==> config.mk <==
export PLATFORM = sky130hd
export DESIGN_NAME = timed_event_priority_queue
export DESIGN_NICKNAME = d
export VERILOG_FILES = /design/src/tepq_pkg.sv /design/src/timed_event_priority_queue.sv /design/src/tepq_cell.sv
export SDC_FILE = /design/constraint.sdc
export NUM_CORES = 2
export LEC_CHECK = 0
export BUFFER_PORTS_ARGS = -buffer_cell sky130_fd_sc_hd__buf_2
export CAP_MARGIN = 20
export CORE_AREA = 3 3 391 393
export DETAILED_ROUTE_END_ITERATION = 8
export DIE_AREA = 0 0 394 396
export PLACE_DENSITY = 0.48
export SETUP_SLACK_MARGIN = 0.3
export SYNTH_ARGS = -nofsm -noshare
export SYNTH_HDL_FRONTEND = slang
export SYNTH_SLANG_ARGS = --single-unit
==> constraint.sdc <==
create_clock -name clk -period 8.5 [get_ports clk]
set_input_delay 0.85 -clock clk [delete_from_list [all_inputs] [get_ports clk]]
set_output_delay 0.85 -clock clk [all_outputs]
set_load 0.02 [all_outputs]
==> src/tepq_pkg.sv <==
// Package for the timed event priority queue.
// Holds the operation and status codes and the cell command struct.
// No dependencies.
package tepq_pkg;

    typedef enum logic [1:0] {
        OP_INSERT = 2'd0,
        OP_POP    = 2'd1,
        OP_PEEK   = 2'd2,
        OP_CLEAR  = 2'd3
    } op_t;

    typedef enum logic [1:0] {
        ST_OK    = 2'd0,
        ST_FULL  = 2'd1,
        ST_EMPTY = 2'd2
    } status_t;

    // Command broadcast to every cell.
    typedef struct packed {
        logic insert;   // shift the tail right, drop new event at its place
        logic pop;      // shift everything left by one
    } cell_cmd_t;

endpackage

==> src/timed_event_priority_queue.sv <==
// Top level of the timed event priority queue: a sorted chain of tepq_cell slots.
// Depends on tepq_pkg and tepq_cell.
//
//  channel | signals                                         | direction
//  --------+-------------------------------------------------+----------
//  in      | in_valid/in_ready, operation, event_time,       | sink
//          | event_handle                                    |
//  out     | out_valid/out_ready, found, out_time,           | source
//          | out_handle, status, entry_count                 |
//
// One beat in, one beat out: every cell compares its own time with the
// incoming time in parallel, so insert, pop, peek and clear all finish in
// the accepting cycle and the result is registered.
// A new beat is taken while the output register is empty or being drained.
// Reset empties the queue (count only; slot contents need no clearing).
// A stall on out holds the result and blocks in until it is taken.
module timed_event_priority_queue #(
    parameter int DEPTH       = 16,
    parameter int TIME_BITS   = 32,
    parameter int HANDLE_BITS = 16,
    localparam int CNT_W      = $clog2(DEPTH + 1)
) (
    input  logic                   clk,
    input  logic                   rst_n,
    input  logic                   in_valid,
    output logic                   in_ready,
    input  logic [1:0]             operation,
    input  logic [TIME_BITS-1:0]   event_time,
    input  logic [HANDLE_BITS-1:0] event_handle,
    output logic                   out_valid,
    input  logic                   out_ready,
    output logic                   found,
    output logic [TIME_BITS-1:0]   out_time,
    output logic [HANDLE_BITS-1:0] out_handle,
    output logic [1:0]             status,
    output logic [CNT_W-1:0]       entry_count
);

    localparam logic [CNT_W-1:0] FULL_CNT = CNT_W'(DEPTH);

    logic                   accept;
    tepq_pkg::op_t          op;
    tepq_pkg::cell_cmd_t    cmd;

    logic [CNT_W-1:0]       count_reg;
    logic [CNT_W-1:0]       count_next;

    logic                   out_valid_reg;
    logic                   found_reg,   found_next;
    logic [TIME_BITS-1:0]   time_reg,    time_next;
    logic [HANDLE_BITS-1:0] handle_reg,  handle_next;
    tepq_pkg::status_t      status_reg,  status_next;

    // Chain taps.
    logic [TIME_BITS-1:0]   cell_time   [DEPTH];
    logic [HANDLE_BITS-1:0] cell_handle [DEPTH];
    logic                   cell_keep   [DEPTH];

    logic full;
    logic empty;

    assign in_ready = !out_valid_reg || out_ready;
    assign accept   = in_valid && in_ready;
    assign op       = tepq_pkg::op_t'(operation);
    assign full     = (count_reg == FULL_CNT);
    assign empty    = (count_reg == '0);

    // Decode into cell commands and next result.
    always_comb
    begin
        cmd         = '0;
        count_next  = count_reg;
        found_next  = 1'b0;
        time_next   = '0;
        handle_next = '0;
        status_next = tepq_pkg::ST_OK;
        unique case (op)
            tepq_pkg::OP_INSERT:
            begin
                if (full)
                begin
                    status_next = tepq_pkg::ST_FULL;
                end
                else
                begin
                    cmd.insert = accept;
                    count_next = count_reg + 1'b1;
                end
            end
            tepq_pkg::OP_POP,
            tepq_pkg::OP_PEEK:
            begin
                if (empty)
                begin
                    status_next = tepq_pkg::ST_EMPTY;
                end
                else
                begin
                    found_next  = 1'b1;
                    time_next   = cell_time[0];
                    handle_next = cell_handle[0];
                    if (op == tepq_pkg::OP_POP)
                    begin
                        cmd.pop    = accept;
                        count_next = count_reg - 1'b1;
                    end
                end
            end
            tepq_pkg::OP_CLEAR:
            begin
                count_next = '0;
            end
            default:
            begin
                count_next = count_reg;
            end
        endcase
    end

    genvar gi;
    generate
        for (gi = 0; gi < DEPTH; gi++)
        begin : g_cell
            logic                   prev_keep;
            logic [TIME_BITS-1:0]   prev_time;
            logic [HANDLE_BITS-1:0] prev_handle;
            logic [TIME_BITS-1:0]   next_time;
            logic [HANDLE_BITS-1:0] next_handle;

            // Head of the chain: the new event always lands at slot 0 if slot 0 moves.
            if (gi == 0)
            begin : g_head
                assign prev_keep   = 1'b1;
                assign prev_time   = event_time;
                assign prev_handle = event_handle;
            end
            else
            begin : g_body
                assign prev_keep   = cell_keep[gi-1];
                assign prev_time   = cell_time[gi-1];
                assign prev_handle = cell_handle[gi-1];
            end

            // Tail: the vacated last slot is beyond the count after a pop.
            if (gi == DEPTH - 1)
            begin : g_tail
                assign next_time   = cell_time[gi];
                assign next_handle = cell_handle[gi];
            end
            else
            begin : g_link
                assign next_time   = cell_time[gi+1];
                assign next_handle = cell_handle[gi+1];
            end

            tepq_cell #(
                .TIME_BITS   (TIME_BITS),
                .HANDLE_BITS (HANDLE_BITS)
            ) u_cell (
                .clk         (clk),
                .cmd         (cmd),
                .occupied    (CNT_W'(gi) < count_reg),
                .new_time    (event_time),
                .new_handle  (event_handle),
                .prev_keep   (prev_keep),
                .prev_time   (prev_time),
                .prev_handle (prev_handle),
                .next_time   (next_time),
                .next_handle (next_handle),
                .keep        (cell_keep[gi]),
                .slot_time   (cell_time[gi]),
                .slot_handle (cell_handle[gi])
            );
        end
    endgenerate

    always_ff @(posedge clk or negedge rst_n)
    begin
        if (!rst_n)
        begin
            count_reg     <= '0;
            out_valid_reg <= 1'b0;
        end
        else
        begin
            if (accept)
            begin
                count_reg <= count_next;
            end
            if (accept)
            begin
                out_valid_reg <= 1'b1;
            end
            else if (out_ready)
            begin
                out_valid_reg <= 1'b0;
            end
        end
    end

    // Result payload: loaded on accept, no reset needed.
    always_ff @(posedge clk)
    begin
        if (accept)
        begin
            found_reg  <= found_next;
            time_reg   <= time_next;
            handle_reg <= handle_next;
            status_reg <= status_next;
        end
    end

    logic [CNT_W-1:0] count_out_reg;

    always_ff @(posedge clk)
    begin
        if (accept)
        begin
            count_out_reg <= count_next;
        end
    end

    assign out_valid   = out_valid_reg;
    assign found       = found_reg;
    assign out_time    = time_reg;
    assign out_handle  = handle_reg;
    assign status      = status_reg;
    assign entry_count = count_out_reg;

endmodule

==> src/tepq_cell.sv <==
// One slot of the sorted event chain.
// Depends on tepq_pkg (cell_cmd_t).
module tepq_cell #(
    parameter int TIME_BITS   = 32,
    parameter int HANDLE_BITS = 16
) (
    input  logic                      clk,
    input  tepq_pkg::cell_cmd_t       cmd,
    input  logic                      occupied,
    input  logic [TIME_BITS-1:0]      new_time,
    input  logic [HANDLE_BITS-1:0]    new_handle,
    input  logic                      prev_keep,
    input  logic [TIME_BITS-1:0]      prev_time,
    input  logic [HANDLE_BITS-1:0]    prev_handle,
    input  logic [TIME_BITS-1:0]      next_time,
    input  logic [HANDLE_BITS-1:0]    next_handle,
    output logic                      keep,
    output logic [TIME_BITS-1:0]      slot_time,
    output logic [HANDLE_BITS-1:0]    slot_handle
);

    logic [TIME_BITS-1:0]   time_reg;
    logic [TIME_BITS-1:0]   time_next;
    logic [HANDLE_BITS-1:0] handle_reg;
    logic [HANDLE_BITS-1:0] handle_next;

    // Held event stays put when it is no later than the new one (ties: older first).
    assign keep = occupied && (time_reg <= new_time);

    // Insert and pop never come together; with neither the slot holds.
    always_comb
    begin
        time_next   = time_reg;
        handle_next = handle_reg;
        if (cmd.insert)
        begin
            if (!keep)
            begin
                if (prev_keep)
                begin
                    time_next   = new_time;
                    handle_next = new_handle;
                end
                else
                begin
                    time_next   = prev_time;
                    handle_next = prev_handle;
                end
            end
        end
        else if (cmd.pop)
        begin
            time_next   = next_time;
            handle_next = next_handle;
        end
    end

    always_ff @(posedge clk)
    begin
        time_reg   <= time_next;
        handle_reg <= handle_next;
    end

    assign slot_time   = time_reg;
    assign slot_handle = handle_reg;

endmodule

==> results.toml <==
[run_status]
status = "finished, final reports clean"

[place]
place.gp.congestion = 0.858
dp_hpwl_um = 136000
placed_cell_area_sq_um = 54700
dp.cells = 6889
io_buffers = 111

[floorplanning]
rows = 142
coreArea_sq_um = 150000
initial_utilization = 0.348
dieArea_sq_um = 156000
die_w_um = 394
pin_count = 112
dieHeight_um = 396

[timing]
tightest_slew_ns = 1.08
drv_slew = 0
setup-tns-final_ns = 0
hold_slack_ns = 0.340
setup_viol = 0
grt_setup_unrepaired = "no"
finalClockSkew_ns = 0.0319
hold_viol = 0
slew_headroom = 0.277
max_freq_mhz = 186
fin_crit_sh = 0.634
period_minus_slack_ns = 5.39

[logic_synthesis]
async_flop_share = 0.00723
synth.distinct_cells = 70
synth-edff-count = 824
syn-instance-count = 5074
synth_seq_cells = 830
avgSynthCellArea_sq_um = 10.3
synth_area_sq_um = 52200
synth_ff_type = "edfxtp_1"
yosys_warnings = 0
seq_area_frac_synth = 0.477
synthesis.nets = 5646

[detailed_routing]
route.antenna.remaining_nets = 0
drt_iter0_markers = 3529
first_pass_iters = 5
wl_um = 196000
vias = 42900
vias_per_cell = 6.05
drc = 0
routedWlPerCell_um = 27.6

[final_layout]
final_cell_mix = "964 x nand2_1, 824 x edfxtp_1, 518 x ha_1, 345 x nor2_1, 303 x a221o_1"
instances_no_fill = 7084
largest_reg_flops = 512
seqCellArea_sq_um = 24900
multi_input_area_sq_um = 25500
nFillCells = 14700
fin_util = 0.387
stdcell_area_sq_um = 58000
drive_gt1_frac = 0.0869
final_common_cell = "nand2_1"
nets = 5551
area_delta_synth_final_pct = 11.2

[pwr]
max-vdd-ir-drop_v = 0.000144
p_leak_nw = 21.3
power.density_nw_per_um2 = 202

[setup_path]
r2r_setup_slack_ns = 3.43
critPathKind = "in2reg"
rr_startpoint = "g_cell[4].u_cell.slot_time[14]"
critPathMaxFanout = 49
reg2reg_to = "g_cell[4].u_cell.slot_handle[1]"
startpoint = "event_time[13]"
arrival_ns = 5.75
reg2regPathDepth = 10
cp-end-kind = "flop"
required_ns = 8.86
worst_setup_path_start_kind = "input pin"

[global_route]
grt-ovfl-total = 0
grt_pass1_wl_um = 289000
grt_pass1_vias = 42700
antenna_found_initial = 9
grt_max_degree = 188
grt_usage = 0.243

[clock_tree]
clk_path_buf_depth = 3
clock_latency_ns = 0.73
cts_tree = "yes"
clk_pin_slew_worst_paths_ns = 0.06
cts.sinks = 830
cts-buffers-inserted = 100
htreeDepth = 3
cts.repair.resized = 0
clockRootBuffer = "clkbuf_16"

[worst_hold_path]
min_path_cells = 2
hp-class = "in2reg"
hold_path.startpoint = "in_valid"
hold_end = "out_valid"

[run]
drv_cap = 0
==> layer usage <==
metal  GRT usage  part of all wire  up-vias
li1            -                 -    19600
met1       0.322              0.43    21600
met2       0.417              0.49     1330
met3      0.0291             0.048      299
met4      0.0713             0.031        4
met5           0           0.00011        -
==> repair_timing <==
action | CTS | global route
hold buffers | 1 | 0
buffers inserted | 0 | 0
hold endpoints to repair | 6 | 0
==> cell usage after synthesis, types with 5 or more instances <==
library cell / count / area (sq um)
a21boi_0: 5 / 37.5
buf_2: 104 / 521
o31ai_1: 37 / 278
a21oi_1: 188 / 941
a211o_1: 16 / 140
nand3_1: 173 / 866
and2_1: 11 / 68.8
o211ai_1: 197 / 1480
nand4_1: 132 / 826
ha_1: 518 / 6480
a221oi_1: 7 / 61.3
or3_1: 6 / 37.5
nor2b_1: 34 / 213
and3_1: 53 / 332
nand2_1: 967 / 3630
o21ai_0: 215 / 1080
a32oi_1: 144 / 1260
o21a_1: 8 / 60.1
and4_1: 15 / 131
inv_1: 79 / 297
nor2_1: 353 / 1330
nor3_1: 7 / 35.0
buf_6: 10 / 113
clkbuf_1: 267 / 1000
a22o_1: 9 / 78.8
a21o_1: 80 / 601
and2_0: 6 / 37.5
nand2b_1: 11 / 68.8
or2_2: 5 / 31.3
a211oi_1: 5 / 37.5
buf_1: 29 / 109
edfxtp_1: 824 / 24700
a221o_1: 303 / 3030
a31oi_1: 36 / 225
dfrtp_1: 6 / 150
buf_4: 10 / 75.1
o221ai_1: 117 / 1020
nor4_1: 22 / 138
a2111oi_0: 5 / 43.8
a2111o_1: 6 / 67.6
==> cell type report <==
class	count	area share
Antenna cell	5	0.000216
Clock buffer	134	0.0467
Clock inverter	52	0.00953
Inverter	80	0.00518
Multi-Input combinational cell	3744	0.440
Sequential cell	830	0.429
Tap cell	2016	0.0435
Timing Repair Buffer	223	0.0259
==> critical path, stage by stage <==
cell and delay [ns]:
buf_2 0.30, inv_1 0.11, buf_4 0.23, ha_1 0.33, nand4_1 0.12, nor4_1 0.92, o21ai_0 0.42, o211ai_1 0.37
a22o_2 0.26, and2_2 0.13, buf_4 0.54, nand2b_2 0.57, buf_4 0.54
==> power breakdown <==
| group | total [W] | internal (W) | switching, W |
|---|---|---|---|
| logic | 0.00221 | 0.000652 | 0.00156 |
| registers | 0.00509 | 0.00486 | 0.000227 |
| clock network | 0.00444 | 0.00252 | 0.00192 |
==> stage by stage <==
stage / worst slack, ns / power [W]
floorplan: 1.49 / 0.00651
global placement: 2.41 / 0.00733
detailed placement: 2.39 / 0.00736
CTS: 3.17 / 0.0118
global route: 3.00 / 0.0122
finish: 3.11 / 0.0117
==> cells by family (layout without fill, tap and decap cells) <==
kind of cell / Yosys count / count (layout) / share of synthesized area
buffers and inverters: 500 / 489 / 0.0406
muxes: 4 / 4 / 0.000863
AOI/OAI and AO/OA: 1411 / 1411 / 0.206
xor gates and xnor gates: 2 / 2 / 0.000336
and+or+nand+nor: 1809 / 1809 / 0.151
other: 0 / 5 / 0
adders and majority gates: 518 / 518 / 0.124
DFF: 830 / 830 / 0.477
==> worst max-delay path by stage <==
stage / cells past startpoint / end / slack, ns
5_1_grt: 13 / g_cell[4].u_cell.slot_handle[11] / 3.00
6_report: 13 / g_cell[4].u_cell.slot_handle[1] / 3.11
3_5_place_dp: 12 / g_cell[1].u_cell.slot_time[10] / 2.39
4_1_cts: 12 / g_cell[1].u_cell.slot_time[10] / 3.17
2_1_floorplan: 12 / g_cell[2].u_cell.slot_handle[0] / 1.49
3_3_place_gp: 12 / g_cell[1].u_cell.slot_time[11] / 2.41
Power figures use the tool's default switching activity.
